`src/utf8_to_utf16_transcoder_top_macros.svh`:
```
// Assertion macros used by the transcoder top level.
`ifndef UTF8_TO_UTF16_TRANSCODER_TOP_MACROS_SVH
`define UTF8_TO_UTF16_TRANSCODER_TOP_MACROS_SVH

`ifndef NO_ASSERTIONS

// Check a property on every rising clock edge outside reset.
`define U8U16_ASSERT(lbl, prop) \
  lbl: assert property (@(posedge clk_i) disable iff (!rst_ni) (prop)) \
    else $error("assertion failed");

// Check that a condition never holds on a rising clock edge outside reset.
`define U8U16_ASSERT_NEVER(lbl, cond) \
  lbl: assert property (@(posedge clk_i) disable iff (!rst_ni) !(cond)) \
    else $error("forbidden condition seen");

`else

`define U8U16_ASSERT(lbl, prop)
`define U8U16_ASSERT_NEVER(lbl, cond)

`endif

`endif

```
`src/u8u16_pkg.sv`:
```
// Types and constants of the UTF-8 to UTF-16 transcoder.
package u8u16_pkg;

  localparam int unsigned ByteW  = 8;
  localparam int unsigned UnitW  = 16;
  localparam int unsigned AccW   = 21;
  localparam int unsigned PendW  = 2;
  localparam int unsigned NResW  = 2;
  localparam int unsigned FifoDepth = 4;
  localparam int unsigned FifoAw    = $clog2(FifoDepth);
  localparam int unsigned FifoCntW  = $clog2(FifoDepth + 1);
  localparam int unsigned OutDataW  = 24;

  localparam logic [UnitW-1:0] UnitQuestion = 16'h003F;
  localparam logic [UnitW-1:0] SurrHiBase   = 16'hD800;
  localparam logic [UnitW-1:0] SurrLoBase   = 16'hDC00;
  localparam logic [AccW-1:0]  CpMax        = 21'h10FFFF;
  localparam logic [AccW-1:0]  CpBmpMax     = 21'h00FFFF;

  // One result item.
  typedef struct packed {
    logic [UnitW-1:0] unit;
    logic             is_status;
    logic             ok;
    logic             last_of_run;
  } result_t;

  // Decoder state carried between bytes.
  typedef struct packed {
    logic [PendW-1:0] pending_count;
    logic [AccW-1:0]  accumulator;
    logic             skipping;
  } dec_state_t;

endpackage

```
`src/u8u16_decode.sv`:
```
// Single-byte decode step: next state and up to two result items.
module u8u16_decode (
  input  logic [u8u16_pkg::ByteW-1:0] byte_i,
  input  u8u16_pkg::dec_state_t       state_i,
  output u8u16_pkg::dec_state_t       state_o,
  output logic [u8u16_pkg::NResW-1:0] n_res_o,
  output u8u16_pkg::result_t          res0_o,
  output u8u16_pkg::result_t          res1_o
);

  logic [u8u16_pkg::AccW-1:0] acc_shift;
  logic [u8u16_pkg::AccW-1:0] cp_off;
  logic                       is_cont;

  assign acc_shift = {state_i.accumulator[u8u16_pkg::AccW-7:0], byte_i[5:0]};
  assign cp_off    = acc_shift - 21'h010000;
  assign is_cont   = (byte_i[7:6] == 2'b10);

  always_comb begin
    state_o = state_i;
    n_res_o = 2'd0;
    res0_o  = '0;
    res1_o  = '0;
    res0_o.last_of_run = 1'b1;
    res1_o.last_of_run = 1'b1;
    priority if (state_i.skipping) begin
      // drop everything up to the terminator
      if (byte_i == 8'h00) state_o.skipping = 1'b0;
    end else if (state_i.pending_count != 2'd0) begin
      if (!is_cont) begin
        state_o.pending_count = 2'd0;
        state_o.accumulator   = '0;
        state_o.skipping      = (byte_i != 8'h00);
        n_res_o               = 2'd1;
        res0_o.is_status      = 1'b1;
      end else if (state_i.pending_count != 2'd1) begin
        state_o.pending_count = state_i.pending_count - 2'd1;
        state_o.accumulator   = acc_shift;
      end else begin
        state_o.pending_count = 2'd0;
        state_o.accumulator   = '0;
        n_res_o               = 2'd1;
        priority if (acc_shift == '0 || acc_shift > u8u16_pkg::CpMax) begin
          state_o.skipping = 1'b1;
          res0_o.is_status = 1'b1;
        end else if (acc_shift <= u8u16_pkg::CpBmpMax) begin
          res0_o.unit = acc_shift[u8u16_pkg::UnitW-1:0];
        end else begin
          n_res_o            = 2'd2;
          res0_o.unit        = u8u16_pkg::SurrHiBase | {6'd0, cp_off[19:10]};
          res0_o.last_of_run = 1'b0;
          res1_o.unit        = u8u16_pkg::SurrLoBase | {6'd0, cp_off[9:0]};
        end
      end
    end else if (byte_i == 8'h00) begin
      n_res_o          = 2'd1;
      res0_o.is_status = 1'b1;
      res0_o.ok        = 1'b1;
    end else if (byte_i[7] == 1'b0) begin
      n_res_o     = 2'd1;
      res0_o.unit = {8'd0, byte_i};
    end else if (byte_i[7:5] == 3'b110) begin
      state_o.accumulator   = {16'd0, byte_i[4:0]};
      state_o.pending_count = 2'd1;
    end else if (byte_i[7:4] == 4'b1110) begin
      state_o.accumulator   = {17'd0, byte_i[3:0]};
      state_o.pending_count = 2'd2;
    end else if (byte_i[7:3] == 5'b11110) begin
      state_o.accumulator   = {18'd0, byte_i[2:0]};
      state_o.pending_count = 2'd3;
    end else begin
      n_res_o     = 2'd1;
      res0_o.unit = u8u16_pkg::UnitQuestion;
    end
  end

endmodule

```
`src/utf8_to_utf16_transcoder_top.sv`:
```
// Top level of the UTF-8 to UTF-16 transcoder: input register, decode, output queue.
//
//   channel   dir  handshake                     payload
//   s_axis    in   s_axis_tvalid/s_axis_tready   tdata[7:0] byte_in
//   m_axis    out  m_axis_tvalid/m_axis_tready   tdata[15:0] unit, [16] ok; tuser is_status;
//                                                tlast last_of_run
//
// One byte is taken per cycle while s_axis_tready is high. A byte waits in the input
// register, is decoded and pushes zero, one or two results into a four-entry output queue
// whose head drives m_axis: m_axis_tvalid is high while the registered queue count is
// non-zero. A surrogate pair takes two queue slots;
// hold the input register and drop s_axis_tready whenever fewer than
// two queue slots are free. Reset clears decoder state, input valid flag and queue.
`include "utf8_to_utf16_transcoder_top_macros.svh"

module utf8_to_utf16_transcoder_top (
  input  logic        clk_i,
  input  logic        rst_ni,
  input  logic        s_axis_tvalid,
  output logic        s_axis_tready,
  input  logic [7:0]  s_axis_tdata,   // [7:0] byte_in
  output logic        m_axis_tvalid,
  input  logic        m_axis_tready,
  output logic [23:0] m_axis_tdata,   // [15:0] unit, [16] ok, [23:17] zero
  output logic        m_axis_tuser,   // [0] is_status
  output logic        m_axis_tlast    // last_of_run
);

  // input register
  logic                          in_vld_q;
  logic [u8u16_pkg::ByteW-1:0]   in_byte_q;
  logic                          in_accept;
  logic                          advance;

  // decoder state
  u8u16_pkg::dec_state_t         st_q, st_d;
  logic [u8u16_pkg::NResW-1:0]   n_res;
  u8u16_pkg::result_t            res0, res1;

  // output queue
  u8u16_pkg::result_t            fifo_q [u8u16_pkg::FifoDepth];
  logic [u8u16_pkg::FifoAw-1:0]  wr_ptr_q, wr_ptr_d;
  logic [u8u16_pkg::FifoAw-1:0]  rd_ptr_q, rd_ptr_d;
  logic [u8u16_pkg::FifoCntW-1:0] cnt_q, cnt_d;
  logic                          pop;
  logic [u8u16_pkg::FifoAw-1:0]  wr_ptr_p1;
  u8u16_pkg::result_t            head;

  // Advance the held byte only when two queue slots are surely free.
  assign advance       = in_vld_q && (cnt_q <= u8u16_pkg::FifoCntW'(u8u16_pkg::FifoDepth - 2));
  assign s_axis_tready = !in_vld_q || advance;
  assign in_accept     = s_axis_tvalid && s_axis_tready;

  always_ff @(posedge clk_i or negedge rst_ni) begin
    if (!rst_ni) begin
      in_vld_q <= 1'b0;
    end else if (s_axis_tready) begin
      in_vld_q <= s_axis_tvalid;
    end
  end

  always_ff @(posedge clk_i) begin
    if (in_accept) begin
      in_byte_q <= s_axis_tdata;
    end
  end

  u8u16_decode u_decode (
    .byte_i  (in_byte_q),
    .state_i (st_q),
    .state_o (st_d),
    .n_res_o (n_res),
    .res0_o  (res0),
    .res1_o  (res1)
  );

  always_ff @(posedge clk_i or negedge rst_ni) begin
    if (!rst_ni) begin
      st_q <= '0;
    end else if (advance) begin
      st_q <= st_d;
    end
  end

  // Queue bookkeeping: push the decoded results, pop on an output transaction.
  assign pop       = m_axis_tvalid && m_axis_tready;
  assign wr_ptr_p1 = wr_ptr_q + u8u16_pkg::FifoAw'(1);

  always_comb begin
    wr_ptr_d = wr_ptr_q;
    cnt_d    = cnt_q;
    if (advance) begin
      wr_ptr_d = wr_ptr_q + u8u16_pkg::FifoAw'(n_res);
      cnt_d    = cnt_q + u8u16_pkg::FifoCntW'(n_res);
    end
    if (pop) begin
      cnt_d = cnt_d - u8u16_pkg::FifoCntW'(1);
    end
    rd_ptr_d = pop ? rd_ptr_q + u8u16_pkg::FifoAw'(1) : rd_ptr_q;
  end

  always_ff @(posedge clk_i or negedge rst_ni) begin
    if (!rst_ni) begin
      wr_ptr_q <= '0;
      rd_ptr_q <= '0;
      cnt_q    <= '0;
    end else begin
      wr_ptr_q <= wr_ptr_d;
      rd_ptr_q <= rd_ptr_d;
      cnt_q    <= cnt_d;
    end
  end

  always_ff @(posedge clk_i) begin
    if (advance && n_res != 2'd0) begin
      fifo_q[wr_ptr_q] <= res0;
    end
    if (advance && n_res == 2'd2) begin
      fifo_q[wr_ptr_p1] <= res1;
    end
  end

  // Drive the stream from the queue head.
  assign head          = fifo_q[rd_ptr_q];
  assign m_axis_tvalid = (cnt_q != '0);
  assign m_axis_tdata  = {7'd0, head.ok, head.unit};
  assign m_axis_tuser  = head.is_status;
  assign m_axis_tlast  = head.last_of_run;

  // The queue never holds more than its depth.
  `U8U16_ASSERT_NEVER(a_cnt_bound, cnt_q > u8u16_pkg::FifoCntW'(u8u16_pkg::FifoDepth))
  // Skipping only starts once a sequence is abandoned or ends invalid, never with bytes pending.
  `U8U16_ASSERT_NEVER(a_skip_idle, st_q.skipping && st_q.pending_count != 2'd0)
  // A pair is always a high surrogate followed by a low one.
  `U8U16_ASSERT(a_surr_pair, (advance && n_res == 2'd2) |->
      (res0.unit[15:10] == 6'b110110 && res1.unit[15:10] == 6'b110111 &&
       !res0.last_of_run))

endmodule
```
`config.mk`:
```
export PLATFORM = sky130hd
export DESIGN_NAME = utf8_to_utf16_transcoder_top
export DESIGN_NICKNAME = d
export VERILOG_FILES = /design/src/u8u16_pkg.sv /design/src/u8u16_decode.sv /design/src/utf8_to_utf16_transcoder_top.sv
export VERILOG_INCLUDE_DIRS = /design/src /design/src/src
export SDC_FILE = /design/constraint.sdc
export NUM_CORES = 1
export LEC_CHECK = 0
export BUFFER_PORTS_ARGS = -buffer_cell sky130_fd_sc_hd__buf_4
export CAP_MARGIN = 20
export CORE_AREA = 2 2 103 105
export CTS_CLUSTER_SIZE = 12
export DETAILED_ROUTE_END_ITERATION = 16
export DIE_AREA = 0 0 105 107
export GPL_TIMING_DRIVEN = 0
export PLACE_DENSITY_LB_ADDON = 0.12
export SKIP_CTS_REPAIR_TIMING = 1
export SLEW_MARGIN = 20
export SYNTH_ARGS = -nofsm -noshare
export SYNTH_HDL_FRONTEND = slang
export SYNTH_SLANG_ARGS = --single-unit
```
`constraint.sdc`:
```
create_clock -name clk_i -period 4.7 [get_ports clk_i]
set_input_delay 0.94 -clock clk_i [delete_from_list [all_inputs] [get_ports clk_i]]
set_output_delay 0.94 -clock clk_i [all_outputs]
set_load 0.01 [all_outputs]
```
==> impl_metrics.tcl <==
set metrics [dict create \
    power_density_nw_per_um2 476.1 \
    antennaDiodeCount 0 \
    synth_commonest_cells "82 x nand2_1, 68 x edfxtp_1, 43 x nor2_1, 39 x o21ai_0, 26 x dfrtp_1" \
    syn-cell-area_um2 6001 \
    die_area_um2 11240 \
    area_delta_synth_final_pct 10.43 \
    async_reset_ff_share_pct 23.64 \
    ir_drop_uv 357.0 \
    cts_max_path_buffers 2 \
    min_period_over_period_pct 86.44 \
    maxSlewHeadroom_pct 33.90 \
    synth_top_area_share_pct 34.03 \
    required_ns 4.97 \
    drt_iter0_drc 448 \
    setup_viol 0 \
    fmaxAchievable_mhz 246.1 \
    clkSinkCount 110 \
    fin_crit_ns 4.063 \
    io_buffers 32 \
    hold_path.class "in -> async" \
    synthFlopType "edfxtp_1" \
    regArea_um2 3013 \
    setup_tns_ns 0 \
    track_usage_pct 29.56 \
    stdcell_area_um2 6626 \
    via_per_inst 6.418 \
    synth_area_leader_cell "edfxtp_1" \
    antenna_left 0 \
    ys_types 73 \
    wl_per_cell_um 20.69 \
    multiInputGateArea_um2 2714 \
    drv_cap 0 \
    gp_congestion 0.9491 \
    max_slew.worst_pin.slew_ns 0.9894 \
    cts-root-buf "clkbuf_8" \
    cpMaxStageDelayCell "nor3b_1" \
    path_class "reg -> reg" \
    status "completed" \
    std_cell_rows 37 \
    grt_start_max_net_pins 27 \
    clk_latency_ns 0.40 \
    ys_ff_latch 110 \
    antenna_found_initial 0 \
    core_area_um2 10090 \
    crit_chain "inv_1 > ha_1 > nor3b_1 > nand2_1 > nor3_1 > o311ai_4 > inv_4 > buf_2 > ha_1 > inv_1 > fa_1 > nor2_1 > a21oi_1 > ha_1 > nand2_1 > xor2_1" \
    rsz0062_at_grt "no" \
    cts_tree "yes" \
    worstPathArrival_ns 4.33 \
    fin_nets 632 \
    path_clk_slew_ns 0.09 \
    cp-end-kind "flip-flop" \
    numCtsBuffers 9 \
    p_leak_nw 2.299 \
    num_io_pins 40 \
    overflow 0 \
    synth.top_cells.by_area "edfxtp_1 34%, dfrtp_1 11%, mux4_2 7.1%" \
    synth-edff-count 68 \
    fillers 851 \
    h-tree-depth 3 \
    place_hpwl_um 11150 \
    cpPeakStageDelay_ns 0.49 \
    cp_max_fo 11 \
    synthCells 564 \
    grt_pass1_wl_um 24940 \
    synth_most_common_cell "nand2_1" \
    drt_pass1_iterations 5 \
    startpoint_type "flip-flop" \
    drive_gt1_share_pct 16.67 \
    die_h_um 107 \
    vias 4839 \
    yosys_warnings 0 \
    wl_um 15600 \
    hold_violations 0 \
    synth_area_per_cell_um2 10.64 \
    fin_skew_ns 0.01479 \
    grt_pass1_vias 4665 \
    finalMaxSlewViolations 0 \
    initial_core_util_pct 59.46 \
    dpl-instance-area_um2 6434 \
    ys_seq_area_share_pct 50.21 \
    drc_errors 0 \
    fp.dieW_um 105 \
    cp_common_cell "ha_1" \
]
flip-flops by register name, indices dropped and copies added, names as in the netlist:
signal     count
in_byte_q      8
rd_ptr_q       2
st_q          18
cnt_q          3
in_vld_q       1
fifo_q        76
wr_ptr_q       2
cell type report:
type / instances / area share [%]
well taps: 136 / 2.568
multi-input cells: 395 / 40.96
repair buffers: 32 / 3.625
plain buffers: 46 / 3.437
clock buffers: 14 / 2.304
inverters: 19 / 1.114
clock inverters: 2 / 0.5287
flip-flops and latches: 110 / 45.47
layer usage:
layer / routed length (um) / share of wire (%) / GRT usage (%)
met5: 0 / 0 / 0
met4: 391 / 2.5 / 11.05
met3: 1248 / 8.0 / 7.842
met2: 7546 / 48 / 47.96
met1: 6418 / 41 / 38.41
worst max-delay path: cells and delay by family (launching register included):
family	cells	cell delay, ns
buffers and inverters	4	0.68
DFF	1	0.42
xor gates and xnor gates	1	0.17
AOI/OAI and AO/OA	2	0.47
adders and majority gates	4	1.05
and+or+nand+nor	5	1.16
kinds of logic (layout without fill, tap and decap cells):
kind of cell / after synthesis / after routing / synth area share, %
other cells: 1 / 7 / 0.06249
simple gates: 199 / 199 / 15.85
mux: 26 / 26 / 8.299
flops: 110 / 110 / 50.21
fa+ha+maj: 7 / 7 / 1.585
buf+inv: 65 / 113 / 5.025
compound gates: 150 / 150 / 18.10
xor+xnor: 6 / 6 / 0.8759
power breakdown:
group,leakage [nW],internal (W),switching (W)
combinational,1.15,0.000554,0.000739
clock,0.0947,0.000261,0.000302
sequential,1.06,0.00117,0.000127
path summary, 6_finish.rpt:
path	to	cells past startpoint	from	slack [ns]
hold reg to reg	fifo_q[0][1]	1	fifo_q[0][1]	0.47
min in group clk_i	fifo_q[0][1]	1	fifo_q[0][1]	0.47
setup reg to reg	cnt_q[2]	16	st_q[11]	0.64
hold / removal	st_q[5]	1	rst_ni	0.44
max in group asynchronous	cnt_q[2]	1	rst_ni	4.00
setup / recovery	cnt_q[2]	16	st_q[11]	0.64
layout by cell type (no fill, tap or decap), types with 10 or more instances in the layout:
cell,count
a21oi_1,23
edfxtp_1,68
clkbuf_1,27
nand4_1,10
buf_2,10
inv_1,17
buf_4,41
dfxtp_1,16
nand3_1,15
nand2_1,82
o21ai_0,39
clkbuf_8,10
mux4_2,19
a22o_1,16
nor2_1,43
dfrtp_1,26
metrics by stage:
stage | total power, W | util (%) | instances | worst slack (ns) | hold slack [ns]
final | 0.003155 | 65.66 | 754 | 0.6374 | 0.4417
after global routing | 0.003333 | 65.66 | 754 | 0.1375 | 0.4466
after CTS | 0.003155 | 65.61 | 754 | 0.6572 | 0.4297
after detailed placement | 0.002596 | 63.75 | 738 | 0.6831 | 0.4516
after global placement | 0.002557 | 63.75 | 738 | 0.7974 | 0.4433
after floorplan | 0.002155 | - | 570 | 1.338 | 0.4278
No activity file was read; power rests on OpenSTA's default activity.
